### src/rtl/lrs_pkg.sv
// Shared types and constants for the literal replace stream block.
`default_nettype none

package lrs_pkg;

   localparam int BYTE_W     = 8;
   localparam int LEN_W      = 4;
   localparam int CSR_IDX_W  = 2;
   localparam int CSR_DATA_W = 64;
   localparam int MAX_REPL   = 8;
   localparam int OUT_DEPTH  = 8;

   // Register indexes of the configuration port.
   localparam logic [CSR_IDX_W-1:0] CSR_PATTERN_BYTES      = 2'd0;
   localparam logic [CSR_IDX_W-1:0] CSR_PATTERN_LENGTH     = 2'd1;
   localparam logic [CSR_IDX_W-1:0] CSR_REPLACEMENT_BYTES  = 2'd2;
   localparam logic [CSR_IDX_W-1:0] CSR_REPLACEMENT_LENGTH = 2'd3;

   typedef struct packed {
      logic [7:0] in_byte;
      logic       in_last;
   } req_payload_type;

   typedef struct packed {
      logic [7:0] out_byte;
      logic       byte_present;
      logic       out_last;
   } rsp_payload_type;

   // Per-cell control of the window row.
   typedef struct packed {
      logic at_fill;
      logic next_at_fill;
      logic write_en;
      logic shift;
   } win_ctl_type;

   // Shared control of the output row.
   typedef struct packed {
      logic load;
      logic shift;
   } out_ctl_type;

endpackage

`default_nettype wire

### src/rtl/lrs_win_cell.sv
// One byte cell of the match window: holds a byte, compares it and shifts it down.
`default_nettype none

module lrs_win_cell
   import lrs_pkg::*;
(
   input  wire logic        clock,
   input  wire win_ctl_type ctl,
   input  wire logic [7:0]  new_byte,
   input  wire logic [7:0]  nbr_byte,
   input  wire logic [7:0]  pat_byte,
   output logic      [7:0]  held_byte,
   output logic      [7:0]  cand_byte,
   output logic             match
);

   logic [7:0] byte_ff;
   logic [7:0] byte_in;

   // The candidate window places the incoming byte at the fill position.
   assign cand_byte = ctl.at_fill ? new_byte : byte_ff;
   assign match     = (cand_byte == pat_byte);
   assign held_byte = byte_ff;

   // Append at the fill position, or move one place toward the oldest end.
   always_comb begin
      priority if (ctl.write_en && ctl.at_fill) begin
         byte_in = new_byte;
      end else if (ctl.shift) begin
         byte_in = ctl.next_at_fill ? new_byte : nbr_byte;
      end else begin
         byte_in = byte_ff;
      end
   end

   always_ff @(posedge clock) begin
      byte_ff <= byte_in;
   end

endmodule

`default_nettype wire

### src/rtl/lrs_out_cell.sv
// One byte cell of the output burst row: loads a burst byte or takes its neighbor's.
`default_nettype none

module lrs_out_cell
   import lrs_pkg::*;
(
   input  wire logic        clock,
   input  wire out_ctl_type ctl,
   input  wire logic [7:0]  load_byte,
   input  wire logic [7:0]  nbr_byte,
   output logic      [7:0]  held_byte
);

   logic [7:0] byte_ff;
   logic [7:0] byte_in;

   // A new burst wins over the shift of the one that is draining.
   always_comb begin
      priority if (ctl.load) begin
         byte_in = load_byte;
      end else if (ctl.shift) begin
         byte_in = nbr_byte;
      end else begin
         byte_in = byte_ff;
      end
   end

   always_ff @(posedge clock) begin
      byte_ff <= byte_in;
   end

   assign held_byte = byte_ff;

endmodule

`default_nettype wire

### src/rtl/literal_replace_stream_core.sv
// Top level of the streaming literal find-and-replace block.
`default_nettype none

// Streaming literal find-and-replace. Bytes enter a row of MAX_PATTERN window
// cells; when the window is full and equals the pattern, the replacement bytes
// are emitted and the window empties, otherwise the oldest byte leaves. A
// request marked last flushes the window, and if it yields nothing a single
// end marker (byte_present low) closes the text. Each request loads its whole
// burst of results at once into an eight-cell output row, which drains one
// result per cycle while rsp_ready is high. A new request is taken as soon as
// that row is empty or its final result leaves in the same cycle, so plain text
// flows one request per cycle while rsp_ready is high; a long replacement or
// final flush of up to eight results holds the input until its last result
// leaves. Configuration is to be written through the csr port while idle,
// which the block does not enforce. A pattern length write empties the window.
module literal_replace_stream_core
   import lrs_pkg::*;
#(
   parameter int MAX_PATTERN = 8
)
(
   input  wire logic                  clock,
   input  wire logic                  reset,
   input  wire logic                  req_valid,
   output logic                       req_ready,
   input  wire req_payload_type       req_payload,
   output logic                       rsp_valid,
   input  wire logic                  rsp_ready,
   output rsp_payload_type            rsp_payload,
   input  wire logic                  csr_we,
   input  wire logic [CSR_IDX_W-1:0]  csr_index,
   input  wire logic [CSR_DATA_W-1:0] csr_wdata
);

   localparam int FILL_W = $clog2(MAX_PATTERN + 1);
   localparam logic [LEN_W-1:0] MAX_PAT_LEN  = LEN_W'(MAX_PATTERN);
   localparam logic [LEN_W-1:0] MAX_REPL_LEN = LEN_W'(MAX_REPL);

   // Configuration registers.
   logic [CSR_DATA_W-1:0] pattern_ff;
   logic [LEN_W-1:0]      pat_len_ff;
   logic [CSR_DATA_W-1:0] repl_ff;
   logic [LEN_W-1:0]      repl_len_ff;

   // Window and output state.
   logic [FILL_W-1:0] fill_ff;
   logic [FILL_W-1:0] fill_in;
   logic [LEN_W-1:0]  cnt_ff;
   logic [LEN_W-1:0]  cnt_in;
   logic              last_ff;
   logic              last_in;
   logic              present_ff;
   logic              present_in;

   logic [LEN_W-1:0]  plen;
   logic [LEN_W-1:0]  rlen;
   logic [FILL_W-1:0] fill_eff;
   logic [LEN_W-1:0]  fill_ext;
   logic              pass_thru;
   logic              full;
   logic              matched;
   logic              req_take;
   logic              rsp_take;
   logic              sel_repl;
   logic              is_marker;
   logic [LEN_W-1:0]  burst_cnt;
   logic [LEN_W-1:0]  raw_cnt;

   logic [7:0]            win_held [MAX_PATTERN];
   logic [7:0]            win_cand [MAX_PATTERN];
   logic [MAX_PATTERN-1:0] win_match;
   logic [MAX_PATTERN-1:0] win_ok;
   win_ctl_type           win_ctl  [MAX_PATTERN];
   logic [7:0]            burst    [OUT_DEPTH];
   logic [7:0]            out_held [OUT_DEPTH];
   out_ctl_type           out_ctl;

   // Configuration writes.
   always_ff @(posedge clock) begin
      if (reset) begin
         pattern_ff  <= '0;
         pat_len_ff  <= '0;
         repl_ff     <= '0;
         repl_len_ff <= '0;
      end else if (csr_we) begin
         unique case (csr_index)
            CSR_PATTERN_BYTES:      pattern_ff  <= csr_wdata;
            CSR_PATTERN_LENGTH:     pat_len_ff  <= csr_wdata[LEN_W-1:0];
            CSR_REPLACEMENT_BYTES:  repl_ff     <= csr_wdata;
            CSR_REPLACEMENT_LENGTH: repl_len_ff <= csr_wdata[LEN_W-1:0];
            default:                pattern_ff  <= pattern_ff;
         endcase
      end
   end

   // Lengths saturate at the storage the block has.
   assign plen      = (pat_len_ff > MAX_PAT_LEN) ? MAX_PAT_LEN : pat_len_ff;
   assign rlen      = (repl_len_ff > MAX_REPL_LEN) ? MAX_REPL_LEN : repl_len_ff;
   assign pass_thru = (plen == '0);
   assign fill_eff  = (LEN_W'(fill_ff) >= plen) ? '0 : fill_ff;
   assign fill_ext  = LEN_W'(fill_eff);
   assign full      = ((fill_ext + LEN_W'(1)) == plen);

   assign rsp_valid = (cnt_ff != '0);
   assign rsp_take  = rsp_valid && rsp_ready;
   assign req_ready = (cnt_ff == '0) || ((cnt_ff == LEN_W'(1)) && rsp_ready);
   assign req_take  = req_valid && req_ready;

   // Window row: each cell hands its byte to the cell below on a shift.
   for (genvar k = 0; k < MAX_PATTERN; k++) begin : g_win
      logic [7:0] nbr;
      if (k + 1 < MAX_PATTERN) begin : g_nbr
         assign nbr = win_held[k+1];
      end else begin : g_end
         assign nbr = '0;
      end

      assign win_ctl[k].at_fill      = (fill_eff == FILL_W'(k));
      assign win_ctl[k].next_at_fill = (fill_eff == FILL_W'(k + 1));
      assign win_ctl[k].write_en     = req_take && !pass_thru && !full;
      assign win_ctl[k].shift        = req_take && !pass_thru && full && !matched;
      assign win_ok[k] = win_match[k] || (LEN_W'(k) >= plen);

      lrs_win_cell u_cell (
         .clock     (clock),
         .ctl       (win_ctl[k]),
         .new_byte  (req_payload.in_byte),
         .nbr_byte  (nbr),
         .pat_byte  (pattern_ff[8*k +: 8]),
         .held_byte (win_held[k]),
         .cand_byte (win_cand[k]),
         .match     (win_match[k])
      );
   end

   assign matched = &win_ok;

   // Number of results this request produces and where they come from.
   always_comb begin
      sel_repl = 1'b0;
      priority if (pass_thru) begin
         raw_cnt = LEN_W'(1);
      end else if (full && matched) begin
         raw_cnt  = rlen;
         sel_repl = 1'b1;
      end else if (full) begin
         raw_cnt = req_payload.in_last ? plen : LEN_W'(1);
      end else begin
         raw_cnt = req_payload.in_last ? (fill_ext + LEN_W'(1)) : '0;
      end
   end

   assign is_marker = req_payload.in_last && (raw_cnt == '0);
   assign burst_cnt = is_marker ? LEN_W'(1) : raw_cnt;

   // Window fill after the request.
   always_comb begin
      priority if (csr_we && (csr_index == CSR_PATTERN_LENGTH)) begin
         fill_in = '0;
      end else if (!req_take || pass_thru) begin
         fill_in = fill_ff;
      end else if (req_payload.in_last || (full && matched)) begin
         fill_in = '0;
      end else if (full) begin
         fill_in = FILL_W'(plen - LEN_W'(1));
      end else begin
         fill_in = fill_eff + FILL_W'(1);
      end
   end

   // Burst contents, lowest cell leaves first.
   for (genvar k = 0; k < OUT_DEPTH; k++) begin : g_burst
      logic [7:0] text_byte;
      if (k < MAX_PATTERN) begin : g_txt
         assign text_byte = win_cand[k];
      end else begin : g_none
         assign text_byte = '0;
      end
      assign burst[k] = sel_repl ? repl_ff[8*k +: 8] : text_byte;
   end

   // Output row.
   assign out_ctl.load  = req_take;
   assign out_ctl.shift = rsp_take;

   for (genvar k = 0; k < OUT_DEPTH; k++) begin : g_out
      logic [7:0] nbr;
      if (k + 1 < OUT_DEPTH) begin : g_nbr
         assign nbr = out_held[k+1];
      end else begin : g_end
         assign nbr = '0;
      end

      lrs_out_cell u_cell (
         .clock     (clock),
         .ctl       (out_ctl),
         .load_byte (burst[k]),
         .nbr_byte  (nbr),
         .held_byte (out_held[k])
      );
   end

   // Burst bookkeeping.
   always_comb begin
      cnt_in     = cnt_ff;
      last_in    = last_ff;
      present_in = present_ff;
      priority if (req_take) begin
         cnt_in     = burst_cnt;
         last_in    = req_payload.in_last;
         present_in = !is_marker;
      end else if (rsp_take) begin
         cnt_in = cnt_ff - LEN_W'(1);
      end else begin
         cnt_in = cnt_ff;
      end
   end

   always_ff @(posedge clock) begin
      if (reset) begin
         fill_ff    <= '0;
         cnt_ff     <= '0;
         last_ff    <= 1'b0;
         present_ff <= 1'b1;
      end else begin
         fill_ff    <= fill_in;
         cnt_ff     <= cnt_in;
         last_ff    <= last_in;
         present_ff <= present_in;
      end
   end

   assign rsp_payload.out_byte     = present_ff ? out_held[0] : '0;
   assign rsp_payload.byte_present = present_ff;
   assign rsp_payload.out_last     = last_ff && (cnt_ff == LEN_W'(1));

   // The window never holds a full pattern between requests.
   a_fill_below_len: assert property (@(posedge clock) disable iff (reset)
      (LEN_W'(fill_ff) < plen) || (fill_ff == '0))
      else $error("window fill reached the pattern length");

   // A burst never exceeds the output row.
   a_cnt_bound: assert property (@(posedge clock) disable iff (reset)
      cnt_ff <= LEN_W'(OUT_DEPTH))
      else $error("output burst count exceeds the row depth");

   // An accepted request loads exactly its burst count.
   a_burst_load: assert property (@(posedge clock) disable iff (reset)
      req_take |=> (cnt_ff == $past(burst_cnt)))
      else $error("burst count not loaded from the accepted request");

   // An end marker is always the single, final result of the text.
   a_marker_last: assert property (@(posedge clock) disable iff (reset)
      (rsp_valid && !present_ff) |-> (last_ff && (cnt_ff == LEN_W'(1))))
      else $error("end marker is not the final result");

endmodule

`default_nettype wire
### config.mk
export PLATFORM = sky130hd
export DESIGN_NAME = literal_replace_stream_core
export DESIGN_NICKNAME = d
export VERILOG_FILES = /design/src/rtl/lrs_pkg.sv /design/src/rtl/lrs_win_cell.sv /design/src/rtl/lrs_out_cell.sv /design/src/rtl/literal_replace_stream_core.sv
export SDC_FILE = /design/constraint.sdc
export NUM_CORES = 1
export LEC_CHECK = 0
export BUFFER_PORTS_ARGS = -buffer_cell sky130_fd_sc_hd__buf_2
export CORE_ASPECT_RATIO = 1.5
export CORE_MARGIN = 2
export CORE_UTILIZATION = 50
export DETAILED_ROUTE_END_ITERATION = 10
export HOLD_SLACK_MARGIN = 0.03
export MAX_ROUTING_LAYER = met4
export PLACE_DENSITY = 0.75
export SYNTH_ARGS = -nofsm -noshare
export SYNTH_HDL_FRONTEND = slang
export SYNTH_SLANG_ARGS = --single-unit
### constraint.sdc
create_clock -name clock -period 8.35 [get_ports clock]
set_input_delay 1.67 -clock clock [delete_from_list [all_inputs] [get_ports clock]]
set_output_delay 1.67 -clock clock [all_outputs]
set_load 0.01 [all_outputs]
==> summary.txt <==
Setup path
  • Required time reported for the critical path endpoint: slightly below 9 ns
  • Critical Path Start Type: flop
  • Top fanout value on the critical path: 64
  • Worst Setup Path Type: flop to flop
  • Max incr delay on CP: between 0.6 and 0.7 ns
  • Worst flop-to-flop path startpoint: pat_len_ff[3]$_SDFFE_PP0P_
  • Cell Chain, Critical Path: inv_1 > nand2_1 > inv_1 > ha_1 > nor3b_4 > buf_4 > o211ai_2 > inv_1 > ha_1 > clkinv_1 > o21ai_0 > a21oi_1 > o41ai_1 > nand4b_1 > a2111oi_4 > nand3_4 > buf_12 > nor2_1 > a211oi_1 > a21o_1
  • Nature of the critical path endpoint: flop
  • Worst setup path startpoint: pat_len_ff[3]$_SDFFE_PP0P_
  • Critical path buffer and inverter count: 6
  • Cell class contributing the biggest share of worst-path delay: compound AO/OA/AOI/OAI gates
  • Slowest cell on the critical path: o41ai_1
  • Worst endpoint data arrival time: ~7.4 ns
  • Most prevalent standard cell on the critical path: inv_1

Drt
  • Via density: just over 6
  • Detailed-route wire length per cell: between 20 and 25 um
  • Routed vias: between 10,000 and 15,000
  • DRT Pass-1 Iters: 6
  • Number of remaining DRC errors: 0
  • Count of routing violations after the opening detailed-route iteration: 1,283
  • Post-Route WL: roughly 43,000 um
  • Remaining number of nets flagged by the antenna check after routing: 0

Yosys
  • Cell area after technology mapping: 14,300 sq um
  • Syn Inst Count: roughly 1,700
  • Flops & latches, synth: roughly 270
  • Most common cell in the synthesized netlist: nand2_1
  • Syn avg cell area: between 8 and 9 sq um
  • Commonest register cell after synthesis: dfxtp_1
  • Top cells by count, synth: 427 x nand2_1, 221 x a21oi_1, 146 x dfxtp_1, 128 x edfxtp_1, 115 x nor2_1
  • Share of Yosys cell area claimed by the top area cell type: 26.8%
  • Synthesized net count: 1,775
  • Yosys warns: 0
  • Number of distinct library cell variants in the gate-level netlist after synthesis: between 70 and 80
  • Portion of the post-synthesis area used by sequential elements: a little under half
  • Async set-or-reset flop fraction in the synthesized netlist: 0%
  • Cell type with the largest total area after synthesis: edfxtp_1
  • Number of synthesized flops with an enable pin: ~130
  • Most area-consuming cells after synthesis: edfxtp_1 27%, dfxtp_1 20%, nand2_1 11%, a21oi_1 7.7%, xor2_1 3.5%

STA
  • Final cycle utilization of the critical path: 84.8%
  • Relative slew margins: between 20% and 30%
  • Max frequency: ~140 MHz
  • Final hold viol count: 0
  • Worst Max-Slew Pin Slew: ~1.1 ns
  • Endpoints failing setup: 0
  • Worst clock skew: around 0.013 ns
  • Slew Viols, Final: 0
  • RSZ-0062 raised after global routing: no
  • Post-layout worst setup margin: 1.27 ns
  • Total Neg Setup Slack: 0 ns
  • Minimum clock period: around 7.1 ns

Power and ir drop
  • Power Density: about 240 nW/um^2
  • Static Leakage: between 6 and 7 nW
  • Maximum VDD drop: ~190 uV

Clock tree
  • Number of buffers added for setup after CTS: 0
  • Sink Count: 274
  • Latest clock arrival within the worst-skew pair: around 0.56 ns
  • Root buffer cell: clkbuf_16
  • Quantity of hold-fixing buffers added after cts: 0
  • H-tree levels: 1
  • Clk slew on worst S/H paths: approximately 0.070 ns
  • Cells resized by post-CTS repair: 0
  • CTS max path bufs: 3
  • TritonCTS clock tree: done
  • Number of buffers added by the clock tree synthesis step: 27

Global route
  • GR Overflow Total: 0
  • Number of global-route vias before repair: ~12,000
  • Global-route wire length before repair: 66,900 um
  • Initial antenna violation count: 0
  • Pin count of the biggest net entering global routing: 78
  • Global router's overall resource usage: slightly below 30%

Die
  • IO Count: 92
  • Vert. Die Dim: 211 um
  • Core region area: 28,100 sq um
  • Starting Density: around 51%
  • Die ar.: 30,000 sq um
  • Std cell rows: 75
  • Horizontal die dimension: between 100 and 150 um

Flow run
  • Max Cap Violations: 0

Final layout
  • Antenna diode instance count: 0
  • Area of all placed cells without fillers: 15,800 sq um
  • Share of layout cells above drive strength 1: about 11%
  • Final Core Density: 56.3%
  • Area growth from synthesis to final layout: 10.4%
  • Total Nets Final: 1,790

Run status
  • Status: finished clean

Place
  • DP HPWL: 29,600 um
  • Standard cell area after detailed placement: around 15,000 sq um
  • Worst-case setup slack after placement: about 1.4 ns
  • Routability congestion estimate: 0.957
  • Total of buffers placed on input and output ports: 91

Hold path
  • Path type of the worst min-delay path: flop to flop
  • Launch point of the worst hold path: last_ff$_SDFFE_PP0P_
-- worst register-to-register path, cell delays in order (launching register included) --
cell       delay (ns)
dfxtp_1          0.54
inv_1            0.18
nand2_1          0.21
inv_1            0.11
ha_1             0.34
nor3b_4          0.19
buf_4            0.35
o211ai_2         0.27
inv_1            0.16
ha_1             0.51
clkinv_1         0.45
o21ai_0          0.53
a21oi_1          0.14
o41ai_1          0.66
nand4b_1         0.24
a2111oi_4        0.48
nand3_4          0.60
buf_12           0.45
nor2_1           0.18
a211oi_1         0.06
a21o_1           0.19
-- metal layers --
layer | vias to the layer above | global-route usage, % | wire length, um
met5 | - | - | 0
met4 | 0 | 15.8 | 2460
met3 | 144 | 3.13 | 2610
met2 | 496 | 51.1 | 22100
met1 | 6037 | 33.4 | 15900
li1 | 5895 | - | -
-- power by group --
part,total (W),switching [W],internal [W]
clock,0.00128,0.000554,0.000724
sequential,0.00182,0.000111,0.00171
combinational,0.000730,0.000506,0.000224
total,0.00383,0.00117,0.00266
-- cells in the final DEF, fill, tap and decap left out, types with 13 or more instances in the layout --
cell type and count:
mux2i_1 36, and2_1 19, ha_1 15, edfxtp_1 128
a211oi_1 13, o211ai_1 60, xnor2_1 21, nor4_1 14
o2111ai_1 23, buf_4 17, o21ai_0 74, xor2_1 58
buf_2 90, nand2_1 426, clkbuf_16 29, nor2_1 114
dfxtp_1 146, mux2_2 13, nand3_1 14, a21oi_1 220
inv_1 40
-- worst paths after layout --
| path | endpoint | slack [ns] | depth (start not counted) |
|---|---|---|---|
| setup reg to reg | g_out[4].u_cell.held_byte[7]$_DFFE_PP_ | 1.27 | 20 |
| hold reg to reg | last_ff$_SDFFE_PP0P_ | 0.45 | 2 |
| setup / recovery | g_out[4].u_cell.held_byte[7]$_DFFE_PP_ | 1.27 | 20 |
| hold / removal | last_ff$_SDFFE_PP0P_ | 0.45 | 2 |
-- area by class of cell --
cell class,count,area (sq um)
inverter,41,154
sequential,274,6770
timing repair buffer,108,598
tap,346,433
clock buffer,34,774
fill,2563,12200
clock inverter,15,145
multi-input combinational,1243,6940
-- logic make-up after synthesis --
logic type,share of synthesized area (%)
AOI/OAI and AO/OA,19.6
xor gates and xnor gates,4.99
adders and majority gates,1.31
buffers and inverters,4.55
DFF,47.3
muxes,3.54
and+or+nand+nor,18.7
-- sequential cells by signal (all words and copies together), names as in the netlist --
register	flops
g_out.u_cell.held_byte	64
repl_ff	64
cnt_ff	4
present_ff	1
repl_len_ff	4
pattern_ff	64
g_win.u_cell.held_byte	64
pat_len_ff	4
fill_ff	4
last_ff	1
-- metrics by stage --
step,hold WS [ns],instances,total power [W]
6_report,0.455,2061,0.00383
3_5_place_dp,0.446,2012,0.00257
4_1_cts,0.455,2061,0.00383
5_1_grt,0.474,2061,0.00399
3_3_place_gp,0.439,2012,0.00254
2_1_floorplan,0.432,1680,0.00227
Power figures use the tool's default switching activity.
